==> src/rtl/core/vmvs_pkg.sv <==
// Shared widths, limits and word types of the vector mean and variance block.
`default_nettype none
package vmvs_pkg;

	localparam int unsigned SAMPLE_W    = 16;
	localparam int unsigned SUM_W       = 28;
	localparam int unsigned SQSUM_W     = 43;
	localparam int unsigned SQ_W        = 31;
	localparam int unsigned CNT_W       = 13;
	localparam int unsigned AVG_W       = 16;
	localparam int unsigned VAR_W       = 31;
	localparam int unsigned DEV_W       = 16;
	localparam int unsigned MAX_COUNT   = 4096;
	localparam int unsigned QUEUE_DEPTH = 2;

	// Input word: one sample, last one of a vector marked
	typedef struct packed {
		logic signed [SAMPLE_W-1:0] sample;
		logic                       last;
	} in_t;

	// Output word: statistics of one vector
	typedef struct packed {
		logic signed [SUM_W-1:0] total;
		logic signed [AVG_W-1:0] average;
		logic [VAR_W-1:0]        variance;
		logic [DEV_W-1:0]        deviation;
		logic [CNT_W-1:0]        sample_count;
		logic                    overflow;
	} out_t;

	// Finished accumulation of one vector, handed from front to back
	typedef struct packed {
		logic signed [SUM_W-1:0] sum;
		logic [SQSUM_W-1:0]      sqsum;
		logic [CNT_W-1:0]        count;
		logic                    dropped;
	} run_t;

endpackage
`default_nettype wire

==> src/rtl/core/vector_mean_variance_stats.sv <==
// Top level: sum, mean, variance and deviation of vectors of signed samples.
// Throughput: one sample word per cycle unless the input stalls on a full queue; each
//   vector then passes the back end (load, two 43-step divides on one shared divider,
//   square, subtract, a 16-step square root and output), decoupled by a two-entry queue.
// The result word of a vector is registered by the back end after it leaves the queue.
// Reset clears accumulators, queue and sequencer; no result is pending after it.
`default_nettype none
module vector_mean_variance_stats (
	input  wire logic           clk,
	input  wire logic           arst_n,
	input  wire logic           item_valid,
	output logic                item_stall,
	input  wire vmvs_pkg::in_t  item,
	output logic                result_valid,
	input  wire logic           result_stall,
	output vmvs_pkg::out_t      result
);

	logic           q_push;
	logic           q_full;
	logic           q_pop;
	logic           q_empty;
	vmvs_pkg::run_t q_wdata;
	vmvs_pkg::run_t q_rdata;

	vmvs_front u_front (
		.clk        (clk),
		.arst_n     (arst_n),
		.item_valid (item_valid),
		.item_stall (item_stall),
		.item       (item),
		.push       (q_push),
		.rec        (q_wdata),
		.full       (q_full)
	);

	vmvs_queue u_queue (
		.clk    (clk),
		.arst_n (arst_n),
		.push   (q_push),
		.wdata  (q_wdata),
		.full   (q_full),
		.pop    (q_pop),
		.empty  (q_empty),
		.rdata  (q_rdata)
	);

	vmvs_back u_back (
		.clk          (clk),
		.arst_n       (arst_n),
		.pop          (q_pop),
		.empty        (q_empty),
		.rec          (q_rdata),
		.result_valid (result_valid),
		.result_stall (result_stall),
		.result       (result)
	);

	// Never push a vector into a full queue
	assert property (@(posedge clk) disable iff (!arst_n) q_push |-> !q_full)
		else $error("vector pushed into full queue");

	// Never pop an empty queue
	assert property (@(posedge clk) disable iff (!arst_n) q_pop |-> !q_empty)
		else $error("pop from empty queue");

	// Input stalls only for lack of queue room
	assert property (@(posedge clk) disable iff (!arst_n) item_stall |-> q_full)
		else $error("input stalled with queue room");

endmodule
`default_nettype wire

==> src/rtl/core/vmvs_front.sv <==
// Front end: accepts samples, squares them and accumulates one vector at a time.
`default_nettype none
module vmvs_front (
	input  wire logic          clk,
	input  wire logic          arst_n,
	input  wire logic          item_valid,
	output logic               item_stall,
	input  wire vmvs_pkg::in_t item,
	output logic               push,
	output vmvs_pkg::run_t     rec,
	input  wire logic          full
);

	logic                                  v_s1;
	logic signed [vmvs_pkg::SAMPLE_W-1:0]  sample_s1;
	logic                                  last_s1;
	logic [vmvs_pkg::SQ_W-1:0]             sq_s1;
	logic signed [2*vmvs_pkg::SAMPLE_W-1:0] sq_full;

	logic signed [vmvs_pkg::SUM_W-1:0] sum_q;
	logic [vmvs_pkg::SQSUM_W-1:0]      sqsum_q;
	logic [vmvs_pkg::CNT_W-1:0]        count_q;
	logic                              dropped_q;

	logic                              hold;
	logic                              take;
	logic                              room;
	logic signed [vmvs_pkg::SUM_W-1:0] sum_n;
	logic [vmvs_pkg::SQSUM_W-1:0]      sqsum_n;
	logic [vmvs_pkg::CNT_W-1:0]        count_n;

	// Hold the closing word while the queue has no room for its vector
	assign hold       = v_s1 && last_s1 && full;
	assign item_stall = hold;
	assign take       = v_s1 && !hold;
	assign sq_full    = item.sample * item.sample;

	// Stage 1: register the word and its square
	always_ff @(posedge clk or negedge arst_n) begin
		if (!arst_n) begin
			v_s1      <= 1'b0;
			sample_s1 <= '0;
			last_s1   <= 1'b0;
			sq_s1     <= '0;
		end else if (!hold) begin
			v_s1 <= item_valid;
			if (item_valid) begin
				sample_s1 <= item.sample;
				last_s1   <= item.last;
				sq_s1     <= sq_full[vmvs_pkg::SQ_W-1:0];
			end
		end
	end

	// Next accumulator values; a full vector drops further samples
	always_comb begin
		room    = count_q < vmvs_pkg::CNT_W'(vmvs_pkg::MAX_COUNT);
		sum_n   = sum_q + {{(vmvs_pkg::SUM_W-vmvs_pkg::SAMPLE_W){sample_s1[vmvs_pkg::SAMPLE_W-1]}},
			sample_s1};
		sqsum_n = sqsum_q + {{(vmvs_pkg::SQSUM_W-vmvs_pkg::SQ_W){1'b0}}, sq_s1};
		count_n = count_q + 1'b1;
		rec.sum     = room ? sum_n : sum_q;
		rec.sqsum   = room ? sqsum_n : sqsum_q;
		rec.count   = room ? count_n : count_q;
		rec.dropped = dropped_q | !room;
		push        = take && last_s1;
	end

	// Stage 2: accumulate, clear after the last word of a vector
	always_ff @(posedge clk or negedge arst_n) begin
		if (!arst_n) begin
			sum_q     <= '0;
			sqsum_q   <= '0;
			count_q   <= '0;
			dropped_q <= 1'b0;
		end else if (take) begin
			if (last_s1) begin
				sum_q     <= '0;
				sqsum_q   <= '0;
				count_q   <= '0;
				dropped_q <= 1'b0;
			end else if (room) begin
				sum_q   <= sum_n;
				sqsum_q <= sqsum_n;
				count_q <= count_n;
			end else begin
				dropped_q <= 1'b1;
			end
		end
	end

endmodule
`default_nettype wire

==> src/rtl/core/vmvs_queue.sv <==
// Short queue of finished vector accumulations between front and back end.
`default_nettype none
module vmvs_queue (
	input  wire logic           clk,
	input  wire logic           arst_n,
	input  wire logic           push,
	input  wire vmvs_pkg::run_t wdata,
	output logic                full,
	input  wire logic           pop,
	output logic                empty,
	output vmvs_pkg::run_t      rdata
);

	localparam int unsigned PTR_W = (vmvs_pkg::QUEUE_DEPTH > 1) ?
		$clog2(vmvs_pkg::QUEUE_DEPTH) : 1;
	localparam int unsigned FILL_W = $clog2(vmvs_pkg::QUEUE_DEPTH + 1);

	vmvs_pkg::run_t      mem_q [vmvs_pkg::QUEUE_DEPTH];
	logic [PTR_W-1:0]    wr_q;
	logic [PTR_W-1:0]    rd_q;
	logic [FILL_W-1:0]   fill_q;

	assign full  = fill_q == FILL_W'(vmvs_pkg::QUEUE_DEPTH);
	assign empty = fill_q == '0;
	assign rdata = mem_q[rd_q];

	// Store pushed entries
	always_ff @(posedge clk) begin
		if (push) begin
			mem_q[wr_q] <= wdata;
		end
	end

	// Advance pointers and fill level
	always_ff @(posedge clk or negedge arst_n) begin
		if (!arst_n) begin
			wr_q   <= '0;
			rd_q   <= '0;
			fill_q <= '0;
		end else begin
			if (push) begin
				wr_q <= (wr_q == PTR_W'(vmvs_pkg::QUEUE_DEPTH - 1)) ? '0 : wr_q + 1'b1;
			end
			if (pop) begin
				rd_q <= (rd_q == PTR_W'(vmvs_pkg::QUEUE_DEPTH - 1)) ? '0 : rd_q + 1'b1;
			end
			if (push && !pop) begin
				fill_q <= fill_q + 1'b1;
			end else if (pop && !push) begin
				fill_q <= fill_q - 1'b1;
			end
		end
	end

endmodule
`default_nettype wire

==> src/rtl/core/vmvs_back.sv <==
// Back end: divides, squares and takes the square root for each finished vector.
`default_nettype none
module vmvs_back (
	input  wire logic           clk,
	input  wire logic           arst_n,
	output logic                pop,
	input  wire logic           empty,
	input  wire vmvs_pkg::run_t rec,
	output logic                result_valid,
	input  wire logic           result_stall,
	output vmvs_pkg::out_t      result
);

	localparam int unsigned STEP_W = $clog2(vmvs_pkg::SQSUM_W);
	localparam int unsigned MAG_W  = vmvs_pkg::AVG_W + 1;
	localparam int unsigned RAD_W  = 2 * vmvs_pkg::DEV_W;
	localparam int unsigned SREM_W = vmvs_pkg::DEV_W + 4;

	typedef enum logic [2:0] {
		IDLE,
		DIV_SQ,
		DIV_SUM,
		SQUARE,
		DIFF,
		ROOT,
		DONE
	} state_t;

	state_t                            state_q;
	logic [STEP_W-1:0]                 step_q;
	logic [vmvs_pkg::SQSUM_W-1:0]      dvd_q;
	logic [vmvs_pkg::CNT_W-1:0]        rem_q;
	logic [vmvs_pkg::CNT_W-1:0]        cnt_q;
	logic signed [vmvs_pkg::SUM_W-1:0] sum_q;
	logic                              dropped_q;
	logic [vmvs_pkg::SQ_W-1:0]         msq_q;
	logic [MAG_W-1:0]                  mag_q;
	logic [vmvs_pkg::SQ_W-1:0]         sq_q;
	logic [vmvs_pkg::VAR_W-1:0]        var_q;
	logic [RAD_W-1:0]                  rad_q;
	logic [SREM_W-1:0]                 srem_q;
	logic [vmvs_pkg::DEV_W-1:0]        root_q;
	logic                              result_valid_q;
	vmvs_pkg::out_t                    result_q;

	logic [vmvs_pkg::CNT_W:0]          rem_sh;
	logic [vmvs_pkg::CNT_W:0]          rem_dif;
	logic                              qbit;
	logic [vmvs_pkg::CNT_W-1:0]        rem_n;
	logic [vmvs_pkg::SUM_W-1:0]        sum_mag;
	logic [2*MAG_W-1:0]                sq_full;
	logic [vmvs_pkg::SQ_W:0]           diff;
	logic [SREM_W-1:0]                 srem_sh;
	logic [SREM_W-1:0]                 trial;
	logic                              rbit;
	logic [MAG_W-1:0]                  avg_s;
	logic                              zero_cnt;

	assign pop          = (state_q == IDLE) && !empty;
	assign result_valid = result_valid_q;
	assign result       = result_q;

	// One restoring divide step, one square-root digit step, and helpers
	always_comb begin
		rem_sh  = {rem_q, dvd_q[vmvs_pkg::SQSUM_W-1]};
		rem_dif = rem_sh - {1'b0, cnt_q};
		qbit    = rem_sh >= {1'b0, cnt_q};
		rem_n   = qbit ? rem_dif[vmvs_pkg::CNT_W-1:0] : rem_sh[vmvs_pkg::CNT_W-1:0];
		sum_mag = sum_q[vmvs_pkg::SUM_W-1] ? (~sum_q + 1'b1) : sum_q;
		sq_full = mag_q * mag_q;
		diff    = {1'b0, msq_q} - {1'b0, sq_q};
		srem_sh = {srem_q[SREM_W-3:0], rad_q[RAD_W-1:RAD_W-2]};
		trial   = {2'b00, root_q, 2'b01};
		rbit    = srem_sh >= trial;
		avg_s   = sum_q[vmvs_pkg::SUM_W-1] ? (~mag_q + 1'b1) : mag_q;
		zero_cnt = cnt_q == '0;
	end

	// Sequencer: take a vector, divide twice, square, subtract, root, deliver
	always_ff @(posedge clk or negedge arst_n) begin
		if (!arst_n) begin
			state_q        <= IDLE;
			step_q         <= '0;
			dvd_q          <= '0;
			rem_q          <= '0;
			cnt_q          <= '0;
			sum_q          <= '0;
			dropped_q      <= 1'b0;
			msq_q          <= '0;
			mag_q          <= '0;
			sq_q           <= '0;
			var_q          <= '0;
			rad_q          <= '0;
			srem_q         <= '0;
			root_q         <= '0;
			result_valid_q <= 1'b0;
			result_q       <= '0;
		end else begin
			// Raise the result word when the back end finishes, drop it once taken
			if (state_q == DONE && (!result_valid_q || !result_stall)) begin
				result_valid_q <= 1'b1;
			end else if (result_valid_q && !result_stall) begin
				result_valid_q <= 1'b0;
			end
			case (state_q)
				IDLE: begin
					if (!empty) begin
						cnt_q     <= rec.count;
						sum_q     <= rec.sum;
						dropped_q <= rec.dropped;
						dvd_q     <= rec.sqsum;
						rem_q     <= '0;
						step_q    <= '0;
						state_q   <= DIV_SQ;
					end
				end
				DIV_SQ: begin
					if (step_q == STEP_W'(vmvs_pkg::SQSUM_W - 1)) begin
						msq_q   <= {dvd_q[vmvs_pkg::SQ_W-2:0], qbit};
						dvd_q   <= {{(vmvs_pkg::SQSUM_W-vmvs_pkg::SUM_W){1'b0}}, sum_mag};
						rem_q   <= '0;
						step_q  <= '0;
						state_q <= DIV_SUM;
					end else begin
						dvd_q  <= {dvd_q[vmvs_pkg::SQSUM_W-2:0], qbit};
						rem_q  <= rem_n;
						step_q <= step_q + 1'b1;
					end
				end
				DIV_SUM: begin
					dvd_q  <= {dvd_q[vmvs_pkg::SQSUM_W-2:0], qbit};
					rem_q  <= rem_n;
					step_q <= step_q + 1'b1;
					if (step_q == STEP_W'(vmvs_pkg::SQSUM_W - 1)) begin
						mag_q   <= {dvd_q[MAG_W-2:0], qbit};
						state_q <= SQUARE;
					end
				end
				SQUARE: begin
					sq_q    <= sq_full[vmvs_pkg::SQ_W-1:0];
					state_q <= DIFF;
				end
				DIFF: begin
					// Clamp a negative difference to zero
					var_q   <= diff[vmvs_pkg::SQ_W] ? '0 : diff[vmvs_pkg::VAR_W-1:0];
					rad_q   <= diff[vmvs_pkg::SQ_W] ? '0 :
						{{(RAD_W-vmvs_pkg::VAR_W){1'b0}}, diff[vmvs_pkg::VAR_W-1:0]};
					srem_q  <= '0;
					root_q  <= '0;
					step_q  <= '0;
					state_q <= ROOT;
				end
				ROOT: begin
					rad_q  <= {rad_q[RAD_W-3:0], 2'b00};
					srem_q <= rbit ? (srem_sh - trial) : srem_sh;
					root_q <= {root_q[vmvs_pkg::DEV_W-2:0], rbit};
					step_q <= step_q + 1'b1;
					if (step_q == STEP_W'(vmvs_pkg::DEV_W - 1)) begin
						state_q <= DONE;
					end
				end
				DONE: begin
					if (!result_valid_q || !result_stall) begin
						result_q.total        <= zero_cnt ? '0 : sum_q;
						result_q.average      <= zero_cnt ? '0 : avg_s[vmvs_pkg::AVG_W-1:0];
						result_q.variance     <= zero_cnt ? '0 : var_q;
						result_q.deviation    <= zero_cnt ? '0 : root_q;
						result_q.sample_count <= cnt_q;
						result_q.overflow     <= dropped_q;
						state_q               <= IDLE;
					end
				end
				default: begin
					state_q <= IDLE;
				end
			endcase
		end
	end

endmodule
`default_nettype wire
==> config.mk <==
export PLATFORM = sky130hd
export DESIGN_NAME = vector_mean_variance_stats
export DESIGN_NICKNAME = d
export VERILOG_FILES = /design/src/rtl/core/vmvs_pkg.sv /design/src/rtl/core/vector_mean_variance_stats.sv /design/src/rtl/core/vmvs_front.sv /design/src/rtl/core/vmvs_queue.sv /design/src/rtl/core/vmvs_back.sv
export SDC_FILE = /design/constraint.sdc
export NUM_CORES = 2
export LEC_CHECK = 0
export BUFFER_PORTS_ARGS = -buffer_cell sky130_fd_sc_hd__buf_2
export CORE_ASPECT_RATIO = 0.6
export CORE_MARGIN = 4
export CORE_UTILIZATION = 58
export DETAILED_ROUTE_END_ITERATION = 7
export PLACE_DENSITY = 0.81
export SLEW_MARGIN = 20
export SYNTH_ARGS = -nofsm -noshare
export SYNTH_HDL_FRONTEND = slang
export SYNTH_SLANG_ARGS = --single-unit
==> constraint.sdc <==
create_clock -name clk -period 6.65 [get_ports clk]
set_clock_uncertainty 0.05 [all_clocks]
set_input_delay 0.9975 -clock clk [delete_from_list [all_inputs] [get_ports clk]]
set_output_delay 0.9975 -clock clk [all_outputs]
set_load 0.05 [all_outputs]
==> metrics.txt <==
largest voltage drop on the vdd net 0.878 mV; post-synth top area share 0.257; placer's final routability congestion estimate 0.934; count of vias placed by the detailed router 39,200; crit path setup slack, layout 0.244 ns; Site Rows 83; slack of the worst reg-to-reg path 0.24 ns; Net Count, Synth 5,958; final count of negative-setup-slack endpoints 0; Num Clock Sinks 694; iteration-0 DRC count of the detailed router 4,330; Layout area overhead 11.1%; maximum net fanout on the critical path 7; commonest non-fill, non-tap cell in the layout sky130_fd_sc_hd__inv_1; global-route usage over all layers 0.286; minimum period implied by the final worst setup slack 6.41 ns; clock tree root driver cell sky130_fd_sc_hd__clkbuf_16; HPWL after detailed placement 98.7 mm; CP required 7.19 ns; worst setup slack before clock tree synthesis -0.408 ns; clock tree from TritonCTS done; worst-skew pair later-pin latency 0.66 ns; effective utilization at floorplan 0.591; path type of the worst setup path reg2reg; cell with the biggest individual delay on the critical path sky130_fd_sc_hd__fa_1; area inside the core boundary 86,300 um^2; max frequency 156 MHz; number of warnings printed during yosys synthesis 0; RSZ-0062 raised after global routing no; Hold Slack 0.312 ns; worst flop-to-flop path startpoint u_back.mag_q[6]$_DFFE_PN0P_; headroom to the max-slew limit 0.253; worst path cell trace buf_4 -> nand2_1 -> inv_1 -> fa_1 -> inv_1 -> fa_1 -> fa_1 -> inv_1 -> fa_1 -> fa_1 -> inv_1 -> fa_1 -> inv_1 -> ha_1 -> buf_4 -> a21o_1 -> a21oi_1 -> nor2b_1 -> or3_1 -> o211ai_1 -> a211oi_1 -> or4_1 -> nand3_1; worst stage delay on the critical path 0.54 ns; endpoint of the worst-slack reg-to-reg timing path u_back.sq_q[23]$_DFFE_PN0P_; Area contributors post-synth sky130_fd_sc_hd__dfrtp_1, sky130_fd_sc_hd__fa_1, sky130_fd_sc_hd__edfxtp_1; overall die height 238 um; Synth async-reset ratio 0.755; fill count 6,535; design area 56,600 um^2; leading cell types in the layout, fill and taps excluded sky130_fd_sc_hd__inv_1, sky130_fd_sc_hd__nand2_1, sky130_fd_sc_hd__dfrtp_1; Worst Setup Start Kind flop; H-Tree Level Count 2; largest area contributor in the synthesized netlist sky130_fd_sc_hd__dfrtp_1; final routed DRC violation total 0; number of buffers inserted by hold repair at cts 0; Routed WL per cell 20.0 um; actual slew at the worst max-slew pin 1.12 ns; final layout net count 6,160; signal arrival time at the worst endpoint 6.94 ns; cell area after placement 54,300 um^2; PwrDens 481 nW/um^2; run status completed; first-pass detailed-route iteration total 6; Die Width 391 um; reported leakage power 27.8 nW; synthesized cell area 51,000 um^2; element type at the critical path end flop; number of primary I/O pins 128; number of global-route vias before repair 38,900; depth of the worst register-to-register path 23; final total power 27.2 mW; share of post-route cells with drive strength above 1 0.113; final core occ 0.656; post-synth cell types 80; number of antenna-violating nets in the routed design 0; kind of path behind the tightest hold check in2async; post-synthesis area per instance 9.80 um^2; number of standard cells after synthesis 5,201; Yosys reg bits 694; number of hold violations in the final report 0; sequential area share after synthesis 0.357; clock transition time at the flip-flop clock pins of the worst setup and hold paths 0.07 ns; CTS Buffer Depth 3; most common cell type on the critical path sky130_fd_sc_hd__fa_1; Primary FF master, synth sky130_fd_sc_hd__dfrtp_1; number of buffers inserted to repair setup after CTS 0; number of buffers created by CTS 61; number of enable flip-flop cells after synthesis 170; full die area 92,900 um^2; initial antenna violation count 1; post-CTS sizing 0; global-route congestion overflow total 0; port bufs 127; final critical-path share of the clock period 0.963; first-pass GRT wire length 214 mm; number of vias per cell 5.94; worst setup path startpoint u_back.mag_q[6]$_DFFE_PN0P_; number of pins exceeding their max-slew limit in the final report 0; pin count of the biggest net entering global routing 176; maximum capacitance violations 0; wire length after detailed routing 132 mm
-- layer usage --
layer / vias up / share of wire / track usage
met5: - / 0 / 0
met4: 0 / 0.019 / 0.0540
met3: 191 / 0.092 / 0.0511
met2: 1683 / 0.44 / 0.432
met1: 19500 / 0.45 / 0.437
li1: 17900 / - / -
-- sequential cells by signal, indices dropped and copies added (netlist names), 31 cells and up --
signal and cells:
u_back.msq_q 31, u_back.dvd_q 43, u_back.result 105, u_front.sqsum_q 43
u_back.rad_q 32, u_queue.mem_q 170, u_back.var_q 31
-- cell type report --
cell class / count / area, um^2 / area share
Antenna cell: 1 / 2.50 / 0.0000442
Tap cell: 1147 / 1440 / 0.0253
Inverter: 757 / 2850 / 0.0503
Clock buffer: 79 / 1740 / 0.0307
Multi-Input combinational cell: 3512 / 29200 / 0.516
Timing Repair Buffer: 377 / 2650 / 0.0469
Sequential cell: 694 / 18200 / 0.322
Clock inverter: 37 / 512 / 0.00904
-- how the worst max path moves through the flow --
stage | cells after the start | to | slack [ns]
detailed placement | 21 | u_front.sq_s1[30]$_DFFE_PN0P_ | -0.41
global route | 23 | u_front.sq_s1[30]$_DFFE_PN0P_ | 0.005
CTS | 23 | u_back.sq_q[19]$_DFFE_PN0P_ | 0.10
finish | 23 | u_back.sq_q[23]$_DFFE_PN0P_ | 0.24
global placement | 24 | u_front.sq_s1[27]$_DFFE_PN0P_ | -0.32
floorplan | 20 | u_front.sq_s1[30]$_DFFE_PN0P_ | 0.0006
-- cells by family after synthesis --
kind of cell	share of synthesized area
xor+xnor	0.0405
compound gates	0.145
simple gates	0.116
buf+inv	0.0734
fa+ha+maj	0.243
flops	0.357
mux	0.0250
-- cell usage after synthesis (34+ instances only) --
library cell	instances
sky130_fd_sc_hd__inv_1	748
sky130_fd_sc_hd__nand2_1	669
sky130_fd_sc_hd__dfrtp_1	524
sky130_fd_sc_hd__fa_1	422
sky130_fd_sc_hd__o21ai_0	365
sky130_fd_sc_hd__ha_1	314
sky130_fd_sc_hd__nor2_1	225
sky130_fd_sc_hd__clkbuf_1	222
sky130_fd_sc_hd__edfxtp_1	170
sky130_fd_sc_hd__a21oi_1	166
sky130_fd_sc_hd__xnor2_1	155
sky130_fd_sc_hd__a22o_1	137
sky130_fd_sc_hd__nand3_1	100
sky130_fd_sc_hd__a21o_1	88
sky130_fd_sc_hd__and2_1	81
sky130_fd_sc_hd__xor2_1	81
sky130_fd_sc_hd__mux2i_1	71
sky130_fd_sc_hd__mux2_2	50
sky130_fd_sc_hd__nor3_1	40
sky130_fd_sc_hd__o31ai_1	37
sky130_fd_sc_hd__nand4_1	35
sky130_fd_sc_hd__nand2b_1	34
-- critical path: cells and delay by family (launching register included) --
family	cells	cell delay, ns
adder cells (fa/ha/maj)	7	3.34
AND/OR/NAND/NOR	5	1.13
AO/OA/AOI/OAI	4	0.73
buffers and inverters	7	0.60
flip-flops	1	0.50
-- power breakdown --
part | internal (mW) | switching, mW | total (mW)
combinational | 7.23 | 9.27 | 16.5
clock | 2.28 | 1.72 | 4.00
sequential | 5.69 | 1.03 | 6.72
-- through the flow --
stage | std cells | setup TNS [ns]
5_1_grt | 6603 | 0
6_report | 6604 | 0
4_1_cts | 6602 | 0
3_5_place_dp | 6486 | -3.10
3_3_place_gp | 6486 | -1.69
2_1_floorplan | 5201 | 0
Note: power is estimated with default switching activity, not from simulation.
